## config.mk

```make
export PLATFORM = sky130hd
export DESIGN_NAME = arp_cache_responder_core_flat
export DESIGN_NICKNAME = d
export VERILOG_FILES = /design/src/rtl/arpc_pkg.sv /design/src/rtl/arpc_if.sv /design/src/rtl/arpc_table.sv /design/src/rtl/arp_cache_responder_core.sv /design/src/flat_wrapper.sv
export SDC_FILE = /design/constraint.sdc
export NUM_CORES = 1
export LEC_CHECK = 0
export BUFFER_PORTS_ARGS = -buffer_cell sky130_fd_sc_hd__buf_2
export CORE_MARGIN = 4
export CORE_UTILIZATION = 32
export DETAILED_ROUTE_END_ITERATION = 8
export GPL_ROUTABILITY_DRIVEN = 0
export PLACE_DENSITY = 0.47
export SYNTH_ARGS = -nofsm -noshare
export SYNTH_HDL_FRONTEND = slang
export SYNTH_SLANG_ARGS = --single-unit
```

## constraint.sdc

```tcl
create_clock -name clk -period 19.1 [get_ports clk]
set_input_delay 1.91 -clock clk [delete_from_list [all_inputs] [get_ports clk]]
set_output_delay 1.91 -clock clk [all_outputs]
set_load 0.1 [all_outputs]
```

## src/rtl/arpc_pkg.sv

```systemverilog
package arpc_pkg;

  localparam int TABLE_ENTRIES_DEF = 8;

  localparam int CFG_IDX_W  = 8;
  localparam int CFG_DATA_W = 48;

  localparam logic [CFG_IDX_W-1:0] CFG_OWN_IP  = 8'd0;
  localparam logic [CFG_IDX_W-1:0] CFG_OWN_MAC = 8'd1;

  localparam logic [15:0] OP_REQUEST      = 16'd1;
  localparam logic [15:0] ARP_MIN_PAYLOAD = 16'd28;

  typedef enum logic [1:0] {
    FUNC_RX         = 2'd0,
    FUNC_LOOKUP_IP  = 2'd1,
    FUNC_LOOKUP_MAC = 2'd2,
    FUNC_ANNOUNCE   = 2'd3
  } func_t;

  typedef struct packed {
    logic [31:0] ip;
    logic [47:0] mac;
  } entry_t;

  // Write request from the control FSM into the table
  typedef struct packed {
    logic   en;
    entry_t ent;
  } tbl_wr_t;

endpackage

```

## src/rtl/arpc_if.sv

```systemverilog
interface arpc_in_if;
  import arpc_pkg::*;
  logic        valid;
  logic        ready;
  logic [1:0]  func;
  logic [15:0] payload_length;
  logic [15:0] arp_operation;
  logic [47:0] src_mac;
  logic [31:0] src_ip;
  logic [31:0] dst_ip;
  logic [31:0] query_ip;
  logic [47:0] query_mac;

  modport source (output valid, func, payload_length, arp_operation, src_mac,
                  src_ip, dst_ip, query_ip, query_mac, input ready);
  modport sink   (input valid, func, payload_length, arp_operation, src_mac,
                  src_ip, dst_ip, query_ip, query_mac, output ready);
  modport mon    (input valid, ready, func, payload_length, arp_operation, src_mac,
                  src_ip, dst_ip, query_ip, query_mac);
endinterface

interface arpc_out_if;
  logic        valid;
  logic        ready;
  logic        reply_valid;
  logic [47:0] reply_target_mac;
  logic [31:0] reply_target_ip;
  logic        found;
  logic [31:0] found_ip;
  logic [47:0] found_mac;

  modport source (output valid, reply_valid, reply_target_mac, reply_target_ip,
                  found, found_ip, found_mac, input ready);
  modport sink   (input valid, reply_valid, reply_target_mac, reply_target_ip,
                  found, found_ip, found_mac, output ready);
  modport mon    (input valid, ready, reply_valid, reply_target_mac, reply_target_ip,
                  found, found_ip, found_mac);
endinterface

interface arpc_cfg_if;
  import arpc_pkg::*;
  logic                  valid;
  logic                  ready;
  logic [CFG_IDX_W-1:0]  idx;
  logic [CFG_DATA_W-1:0] data;

  modport source (output valid, idx, data, input ready);
  modport sink   (input valid, idx, data, output ready);
  modport mon    (input valid, ready, idx, data);
endinterface

```

## src/rtl/arpc_table.sv

```systemverilog
module arpc_table import arpc_pkg::*; #(
  parameter int TABLE_ENTRIES = TABLE_ENTRIES_DEF,
  parameter int IW            = (TABLE_ENTRIES > 1) ? $clog2(TABLE_ENTRIES) : 1
) (
  input  logic          clk,
  input  logic          rst_n,
  input  logic [IW-1:0] rd_idx,
  output entry_t        rd_ent,
  input  logic [IW-1:0] wr_idx,
  input  tbl_wr_t       wr
);

  entry_t                   mem [TABLE_ENTRIES];
  logic [TABLE_ENTRIES-1:0] vld_r;
  entry_t                   rdata_r;
  logic                     rvld_r;

  always_ff @(posedge clk) begin
    rdata_r <= mem[rd_idx];
    if (wr.en) begin
      mem[wr_idx] <= wr.ent;
    end
  end

  // An entry never written reads as the cleared value
  always_ff @(posedge clk) begin
    if (!rst_n) begin
      vld_r  <= '0;
      rvld_r <= 1'b0;
    end else begin
      rvld_r <= vld_r[rd_idx];
      if (wr.en) begin
        vld_r[wr_idx] <= 1'b1;
      end
    end
  end

  assign rd_ent = rvld_r ? rdata_r : '0;

endmodule

```

## src/rtl/arp_cache_responder_core.sv

```systemverilog
// Channel  Dir  Handshake      Contents
// cfg_if   in   valid/ready    idx 0 own_ip, idx 1 own_mac, data 48 bits
// in_if    in   valid/ready    func, packet fields, lookup keys
// out_if   out  valid/ready    reply and lookup result, one per item
//
// One item at a time. Announce and short packets skip the scan (accept, result);
// learn and lookup walk the table one entry per cycle through the registered
// read port of the table memory.
// Reset clears the table valid bits, own_ip and own_mac.
// A result waiting on out_if holds the next item's completion, not its acceptance.
module arp_cache_responder_core import arpc_pkg::*; #(
  parameter int TABLE_ENTRIES = TABLE_ENTRIES_DEF
) (
  input logic       clk,
  input logic       rst_n,
  arpc_cfg_if.sink  cfg_if,
  arpc_in_if.sink   in_if,
  arpc_out_if.source out_if
);

  localparam int IW = (TABLE_ENTRIES > 1) ? $clog2(TABLE_ENTRIES) : 1;
  localparam int CW = $clog2(TABLE_ENTRIES + 1);
  localparam logic [CW-1:0] NUM_ENT = CW'(TABLE_ENTRIES);

  typedef enum logic [1:0] {ST_IDLE, ST_SCAN, ST_DONE} state_t;

  state_t        state_r;
  func_t         func_r;
  logic          learn_r;
  logic          rep_r;
  logic [47:0]   smac_r;
  logic [31:0]   sip_r;
  logic [31:0]   qip_r;
  logic [47:0]   qmac_r;
  logic [CW-1:0] cnt_r;
  logic          pend_r;
  logic [IW-1:0] pidx_r;
  logic          hit_r;
  logic [IW-1:0] hidx_r;
  entry_t        hent_r;

  logic [31:0]   own_ip_r;
  logic [47:0]   own_mac_r;

  logic          out_valid_r;
  logic          out_reply_r;
  logic [47:0]   out_tmac_r;
  logic [31:0]   out_tip_r;
  logic          out_found_r;
  logic [31:0]   out_fip_r;
  logic [47:0]   out_fmac_r;

  logic          in_xfer;
  logic          in_long;
  logic          out_free;
  logic [IW-1:0] rd_idx;
  entry_t        rd_ent;
  logic          match;
  tbl_wr_t       tbl_wr;
  logic [IW-1:0] wr_idx;
  func_t         in_func;

  assign in_func  = func_t'(in_if.func);
  assign in_xfer  = in_if.valid && in_if.ready;
  assign in_long  = in_if.payload_length >= ARP_MIN_PAYLOAD;
  assign out_free = !out_valid_r || out_if.ready;

  assign in_if.ready  = (state_r == ST_IDLE);
  assign cfg_if.ready = 1'b1;

  assign rd_idx = (cnt_r < NUM_ENT) ? cnt_r[IW-1:0] : '0;

  always_comb begin
    if (learn_r) begin
      match = (rd_ent.ip == '0);
    end else if (func_r == FUNC_LOOKUP_IP) begin
      match = (rd_ent.ip == qip_r);
    end else begin
      match = (rd_ent.mac == qmac_r);
    end
  end

  // Learn into the first empty slot, else slot 0
  assign tbl_wr.en      = (state_r == ST_DONE) && out_free && learn_r;
  assign tbl_wr.ent.ip  = sip_r;
  assign tbl_wr.ent.mac = smac_r;
  assign wr_idx         = hit_r ? hidx_r : '0;

  arpc_table #(
    .TABLE_ENTRIES (TABLE_ENTRIES),
    .IW            (IW)
  ) u_table (
    .clk    (clk),
    .rst_n  (rst_n),
    .rd_idx (rd_idx),
    .rd_ent (rd_ent),
    .wr_idx (wr_idx),
    .wr     (tbl_wr)
  );

  always_ff @(posedge clk) begin
    if (!rst_n) begin
      own_ip_r  <= '0;
      own_mac_r <= '0;
    end else if (cfg_if.valid) begin
      if (cfg_if.idx == CFG_OWN_IP) begin
        own_ip_r <= cfg_if.data[31:0];
      end else if (cfg_if.idx == CFG_OWN_MAC) begin
        own_mac_r <= cfg_if.data[47:0];
      end
    end
  end

  always_ff @(posedge clk) begin
    if (!rst_n) begin
      state_r     <= ST_IDLE;
      out_valid_r <= 1'b0;
      pend_r      <= 1'b0;
      hit_r       <= 1'b0;
      cnt_r       <= '0;
    end else begin
      if (out_valid_r && out_if.ready) begin
        out_valid_r <= 1'b0;
      end
      case (state_r)
        ST_IDLE: begin
          if (in_xfer) begin
            func_r  <= in_func;
            smac_r  <= in_if.src_mac;
            sip_r   <= in_if.src_ip;
            qip_r   <= in_if.query_ip;
            qmac_r  <= in_if.query_mac;
            learn_r <= (in_func == FUNC_RX) && in_long;
            rep_r   <= (in_func == FUNC_RX) && in_long &&
                       (in_if.arp_operation == OP_REQUEST) &&
                       (in_if.dst_ip == own_ip_r);
            hit_r   <= 1'b0;
            cnt_r   <= '0;
            pend_r  <= 1'b0;
            if ((in_func == FUNC_LOOKUP_IP) || (in_func == FUNC_LOOKUP_MAC) ||
                ((in_func == FUNC_RX) && in_long)) begin
              state_r <= ST_SCAN;
            end else begin
              state_r <= ST_DONE;
            end
          end
        end
        ST_SCAN: begin
          // Issue the next read while checking the previous one
          if (cnt_r < NUM_ENT) begin
            cnt_r  <= cnt_r + 1'b1;
            pidx_r <= cnt_r[IW-1:0];
            pend_r <= 1'b1;
          end else begin
            pend_r <= 1'b0;
          end
          if (pend_r && match) begin
            hit_r   <= 1'b1;
            hidx_r  <= pidx_r;
            hent_r  <= rd_ent;
            state_r <= ST_DONE;
          end else if (pend_r && (cnt_r == NUM_ENT)) begin
            state_r <= ST_DONE;
          end
        end
        ST_DONE: begin
          if (out_free) begin
            out_valid_r <= 1'b1;
            out_reply_r <= rep_r || (func_r == FUNC_ANNOUNCE);
            out_tmac_r  <= (func_r == FUNC_ANNOUNCE) ? '1 : (rep_r ? smac_r : '0);
            out_tip_r   <= (func_r == FUNC_ANNOUNCE) ? '1 : (rep_r ? sip_r : '0);
            out_found_r <= hit_r && ((func_r == FUNC_LOOKUP_IP) ||
                                     (func_r == FUNC_LOOKUP_MAC));
            out_fmac_r  <= (hit_r && (func_r == FUNC_LOOKUP_IP)) ? hent_r.mac : '0;
            out_fip_r   <= (hit_r && (func_r == FUNC_LOOKUP_MAC)) ? hent_r.ip : '0;
            state_r     <= ST_IDLE;
          end
        end
        default: begin
          state_r <= ST_IDLE;
        end
      endcase
    end
  end

  assign out_if.valid            = out_valid_r;
  assign out_if.reply_valid      = out_reply_r;
  assign out_if.reply_target_mac = out_tmac_r;
  assign out_if.reply_target_ip  = out_tip_r;
  assign out_if.found            = out_found_r;
  assign out_if.found_ip         = out_fip_r;
  assign out_if.found_mac        = out_fmac_r;

  // own_mac is stored but drives no output of the block
  logic own_mac_unused;
  assign own_mac_unused = ^own_mac_r;

endmodule

```

## src/flat_wrapper.sv

```systemverilog
// flat-port wrapper written by rule: the top's interface ports become plain ports
module arp_cache_responder_core_flat import arpc_pkg::*;
#(
  parameter int TABLE_ENTRIES = TABLE_ENTRIES_DEF
)
  (clk, rst_n, cfg_if_valid, cfg_if_idx, cfg_if_data, cfg_if_ready, in_if_valid, in_if_func, in_if_payload_length, in_if_arp_operation, in_if_src_mac, in_if_src_ip, in_if_dst_ip, in_if_query_ip, in_if_query_mac, in_if_ready, out_if_valid, out_if_reply_valid, out_if_reply_target_mac, out_if_reply_target_ip, out_if_found, out_if_found_ip, out_if_found_mac, out_if_ready);
  arpc_cfg_if cfg_if_i ();
  arpc_in_if in_if_i ();
  arpc_out_if out_if_i ();
  input logic clk;
  input logic rst_n;
  input wire logic [$bits(cfg_if_i.valid)-1:0] cfg_if_valid;
  input wire logic [$bits(cfg_if_i.idx)-1:0] cfg_if_idx;
  input wire logic [$bits(cfg_if_i.data)-1:0] cfg_if_data;
  output wire logic [$bits(cfg_if_i.ready)-1:0] cfg_if_ready;
  input wire logic [$bits(in_if_i.valid)-1:0] in_if_valid;
  input wire logic [$bits(in_if_i.func)-1:0] in_if_func;
  input wire logic [$bits(in_if_i.payload_length)-1:0] in_if_payload_length;
  input wire logic [$bits(in_if_i.arp_operation)-1:0] in_if_arp_operation;
  input wire logic [$bits(in_if_i.src_mac)-1:0] in_if_src_mac;
  input wire logic [$bits(in_if_i.src_ip)-1:0] in_if_src_ip;
  input wire logic [$bits(in_if_i.dst_ip)-1:0] in_if_dst_ip;
  input wire logic [$bits(in_if_i.query_ip)-1:0] in_if_query_ip;
  input wire logic [$bits(in_if_i.query_mac)-1:0] in_if_query_mac;
  output wire logic [$bits(in_if_i.ready)-1:0] in_if_ready;
  output wire logic [$bits(out_if_i.valid)-1:0] out_if_valid;
  output wire logic [$bits(out_if_i.reply_valid)-1:0] out_if_reply_valid;
  output wire logic [$bits(out_if_i.reply_target_mac)-1:0] out_if_reply_target_mac;
  output wire logic [$bits(out_if_i.reply_target_ip)-1:0] out_if_reply_target_ip;
  output wire logic [$bits(out_if_i.found)-1:0] out_if_found;
  output wire logic [$bits(out_if_i.found_ip)-1:0] out_if_found_ip;
  output wire logic [$bits(out_if_i.found_mac)-1:0] out_if_found_mac;
  input wire logic [$bits(out_if_i.ready)-1:0] out_if_ready;
  assign cfg_if_i.valid = cfg_if_valid;
  assign cfg_if_i.idx = cfg_if_idx;
  assign cfg_if_i.data = cfg_if_data;
  assign cfg_if_ready = cfg_if_i.ready;
  assign in_if_i.valid = in_if_valid;
  assign in_if_i.func = in_if_func;
  assign in_if_i.payload_length = in_if_payload_length;
  assign in_if_i.arp_operation = in_if_arp_operation;
  assign in_if_i.src_mac = in_if_src_mac;
  assign in_if_i.src_ip = in_if_src_ip;
  assign in_if_i.dst_ip = in_if_dst_ip;
  assign in_if_i.query_ip = in_if_query_ip;
  assign in_if_i.query_mac = in_if_query_mac;
  assign in_if_ready = in_if_i.ready;
  assign out_if_valid = out_if_i.valid;
  assign out_if_reply_valid = out_if_i.reply_valid;
  assign out_if_reply_target_mac = out_if_i.reply_target_mac;
  assign out_if_reply_target_ip = out_if_i.reply_target_ip;
  assign out_if_found = out_if_i.found;
  assign out_if_found_ip = out_if_i.found_ip;
  assign out_if_found_mac = out_if_i.found_mac;
  assign out_if_i.ready = out_if_ready;
  arp_cache_responder_core #(.TABLE_ENTRIES(TABLE_ENTRIES)) u_core (.clk(clk), .rst_n(rst_n), .cfg_if(cfg_if_i), .in_if(in_if_i), .out_if(out_if_i));
endmodule
```

==> metrics.yaml <==
timing:
  period_needed_ps: 4588
  final.hold.worst_slack_ps: 416.4
  report.final.slew_viol_count: 0
  skew_final_ps: 15.95
  setup_repair_after_global_routing_missed_its_margin: "no"
  post-route-period-util_pct: 24.02
  worst_pin_slew_ps: 1167
  maxClockFrequency_mhz: 218.0
  tightest_slew_margin_relative_to_the_limit_pct: 22.19
  final-hold-violation-count: 0
  setup_tns_ps: 0
  finalSetupViolations: 0
floorplanning:
  fp.dieH_um: 379.5
  floorplan.die_area_sq_um: 144100
  die_width_um: 379.5
  core_area_sq_um: 137300
  initial_core_util_pct: 32.17
  num_rows: 136
  io_pins: 452
finish:
  multiInputGateArea_sq_um: 9419
  syn_to_final_growth_pct: 19.65
  seq_area_sq_um: 34210
  drive_gt1_share_pct: 28.17
  nFillCells: 12590
  fin_area_sq_um: 52850
  layout.nets: 3251
cts:
  root_buffer: "clkbuf_16"
  cts_stage_hold_buffer_count: 0
  cts.repair_timing.setup_buffer_count: 0
  tritoncts: "done"
  cts.sinks: 1182
  cts-resized-gates: 0
  clkLatencyLatePin_ps: 750
  clockBufferDepth: 3
  cts.htree.levels: 4
  cts.clk_slew.worst_paths_ps: 60
  numCtsBuffers: 131
yosys:
  synth_fp_nets: 2768
  post_synth.cell_area_avg_sq_um: 17.85
  synthCells: 2475
  synth-edff-count: 1052
  ys_seq_area_share_pct: 77.41
  synth_area_sq_um: 44170
  netlist_top_cells_area: "edfxtp_1 72%, mux4_2 8.2%, dfxtp_1 5.9%, nand2_1 2.9%, a21o_1 1.4%"
  yosysTopAreaCellShare_pct: 71.51
  synthDominantAreaCellType: "edfxtp_1"
  yosys.cell_types.count: 70
  yosysWarnings: 0
  dominantRegCellSynth: "edfxtp_1"
  synth_async_sr_flop_share_pct: 0
  yosys_register_bits: 1182
pwr:
  seq_power_share_pct: 47.7
  ir_drop_uv: 83.83
  clkPwrFrac_pct: 36.1
  leakage_nw: 18.73
  netSwitchingFraction_pct: 29.10
  power_switching_mw: 2.051
  combPwrFrac_pct: 16.3
  p_per_area_nw_per_um2: 133.4
  p_int_mw: 4.997
place:
  placed_area_sq_um: 48490
  buffer_ports.inserted: 432
  dpl.hpwl_mm: 75.39
worst_setup_path:
  critical_path.most_common_cell: "buf_4"
  timing.setup.critical_path_class: "reg2reg"
  setup.worst_path.start_class: "flop"
  worstPathCellList: "buf_4, nand4b_1, o211a_1, a2111o_1, nor4_1, a211o_2, nor3b_4, buf_4, buf_4"
  worstPathMaxFanout: 58
  worst-endpoint-required_ps: 19470
  critical-path-max-stage-delay_ps: 660
  critical_path.endpoint_type: "flop"
  timing.critical_path.arrival_ps: 4960
  timing.critical_path.slowest_stage_cell: "buf_4"
route:
  drt_iter0_drc: 1904
  drt_pass1_iterations: 5
  route.vias.total: 23750
  routed_wl_mm: 123.1
  avgRoutedWirePerCell_um: 25.37
  route.detailed.vias_per_inst: 4.892
  ant_nets: 0
  drc: 0
outcome:
  status: "complete, no violations"
grt:
  grt_pass1_vias: 24840
  maximum_number_of_pins_on_one_net_before_global_route_repair: 99
  global_route.overflow_total: 0
  groute.usage.overall_pct: 16.80
  antenna_found_initial: 15
  global_route_wire_length_before_repair_mm: 175.2
flow_run:
  max-cap-violations: 0
min_path:
  timing.hold.worst.class: "reg2reg"
[kinds of logic after synthesis]
family / synth area share (%)
compound gates: 4.113
flops: 77.41
fa+ha+maj: 0.1699
other cells: 0.008489
buf+inv: 1.507
xor+xnor: 0.9715
mux: 8.274
simple gates: 7.551
[power by group through the flow]
stage,sequential (mW),combinational [mW],clock (mW)
2_1_floorplan,3.62,0.561,0
3_3_place_gp,3.40,1.16,0
3_5_place_dp,3.41,1.17,0
4_1_cts,3.36,1.17,2.62
5_1_grt,3.38,1.23,2.73
6_report,3.36,1.15,2.54
[routing by layer]
layer / part of all wire, % / GRT usage (%) / wire length, um
met1: 44 / 22.82 / 54520
met5: 0.024 / 0 / 30
met2: 47 / 26.89 / 57990
met4: 2.5 / 5.312 / 3104
met3: 6.1 / 3.759 / 7492
[cell usage after synthesis, drive strengths merged (14+ instances only)]
library cell     n
a21boi          35
a21o            81
and2            78
and3            83
buf             30
clkbuf          90
dfxtp          130
edfxtp        1052
inv             39
mux4           160
nand2          339
nand2b          20
nand4           19
nor2            32
nor2b           20
nor4            31
o21ai           29
xnor2           35
xor2            14
[through the flow]
| stage | instances | total power, mW | utilization, % | worst slack [ps] |
|---|---|---|---|---|
| finish | 4854 | 7.048 | 38.49 | 14510 |
| global route | 4850 | 7.336 | 38.48 | 14230 |
| CTS | 4850 | 7.149 | 38.48 | 14340 |
| detailed placement | 4619 | 4.582 | 35.31 | 14000 |
| global placement | 4619 | 4.563 | 35.31 | 14120 |
| floorplan | 2475 | 4.185 | - | 7664 |
[flip-flops by register name, indices dropped and copies added, names as in the netlist, 3 cells and up]
name	flops
u_core.smac_r	48
u_core.out_if.reply_target_mac	48
u_core.pidx_r	3
u_core.u_table.mem	640
u_core.u_table.vld_r	8
u_core.qmac_r	48
u_core.qip_r	32
u_core.own_ip_r	32
u_core.out_if.reply_target_ip	32
u_core.out_if.found_ip	32
u_core.u_table.rdata_r	80
u_core.hent_r	80
u_core.sip_r	32
u_core.out_if.found_mac	48
u_core.hidx_r	3
u_core.cnt_r	4
[worst max-delay path: cells and delay by family (launching register included)]
kind / cells / cell delay (ps)
flops: 1 / 590
buf+inv: 3 / 1660
compound gates: 3 / 910
simple gates: 3 / 950
[layout by cell type, fill, tap and decap left out, types with 11 or more instances in the layout]
master     instances
xnor2_1           35
bufinv_16         12
nand2_1          339
and2_1            77
clkbuf_1          22
a21o_1            81
nand2b_1          19
edfxtp_1        1052
clkbuf_8          12
o22ai_1           11
xor2_1            14
nor2b_1           19
buf_4             36
a21boi_0          35
inv_1             39
clkbuf_16        140
buf_2            432
o21ai_0           28
mux4_2           160
clkinv_2          16
nor2_1            29
clkinv_1          18
and3_1            81
dfxtp_1          126
nand4_1           19
nor4_1            30
[cell type report]
| type | count | area share, % |
|---|---|---|
| flip-flops and latches | 1182 | 64.72 |
| multi-input cells | 1134 | 17.82 |
| clock buffers | 174 | 7.097 |
| repair buffers | 470 | 4.678 |
| well taps | 1794 | 4.247 |
| clock inverters | 57 | 1.141 |
| inverters | 39 | 0.2770 |
| diodes | 4 | 0.01894 |
[final timing paths]
path / from / endpoint / slack (ps) / cells past startpoint
setup / recovery: u_core.u_table.rvld_r / u_core.hent_r[8] / 14510 / 9
hold / removal: u_core.pidx_r[1] / u_core.hidx_r[1] / 420 / 0
setup reg to reg: u_core.u_table.rvld_r / u_core.hent_r[8] / 14510 / 9
hold reg to reg: u_core.pidx_r[1] / u_core.hidx_r[1] / 420 / 0
Power figures use the tool's default switching activity.
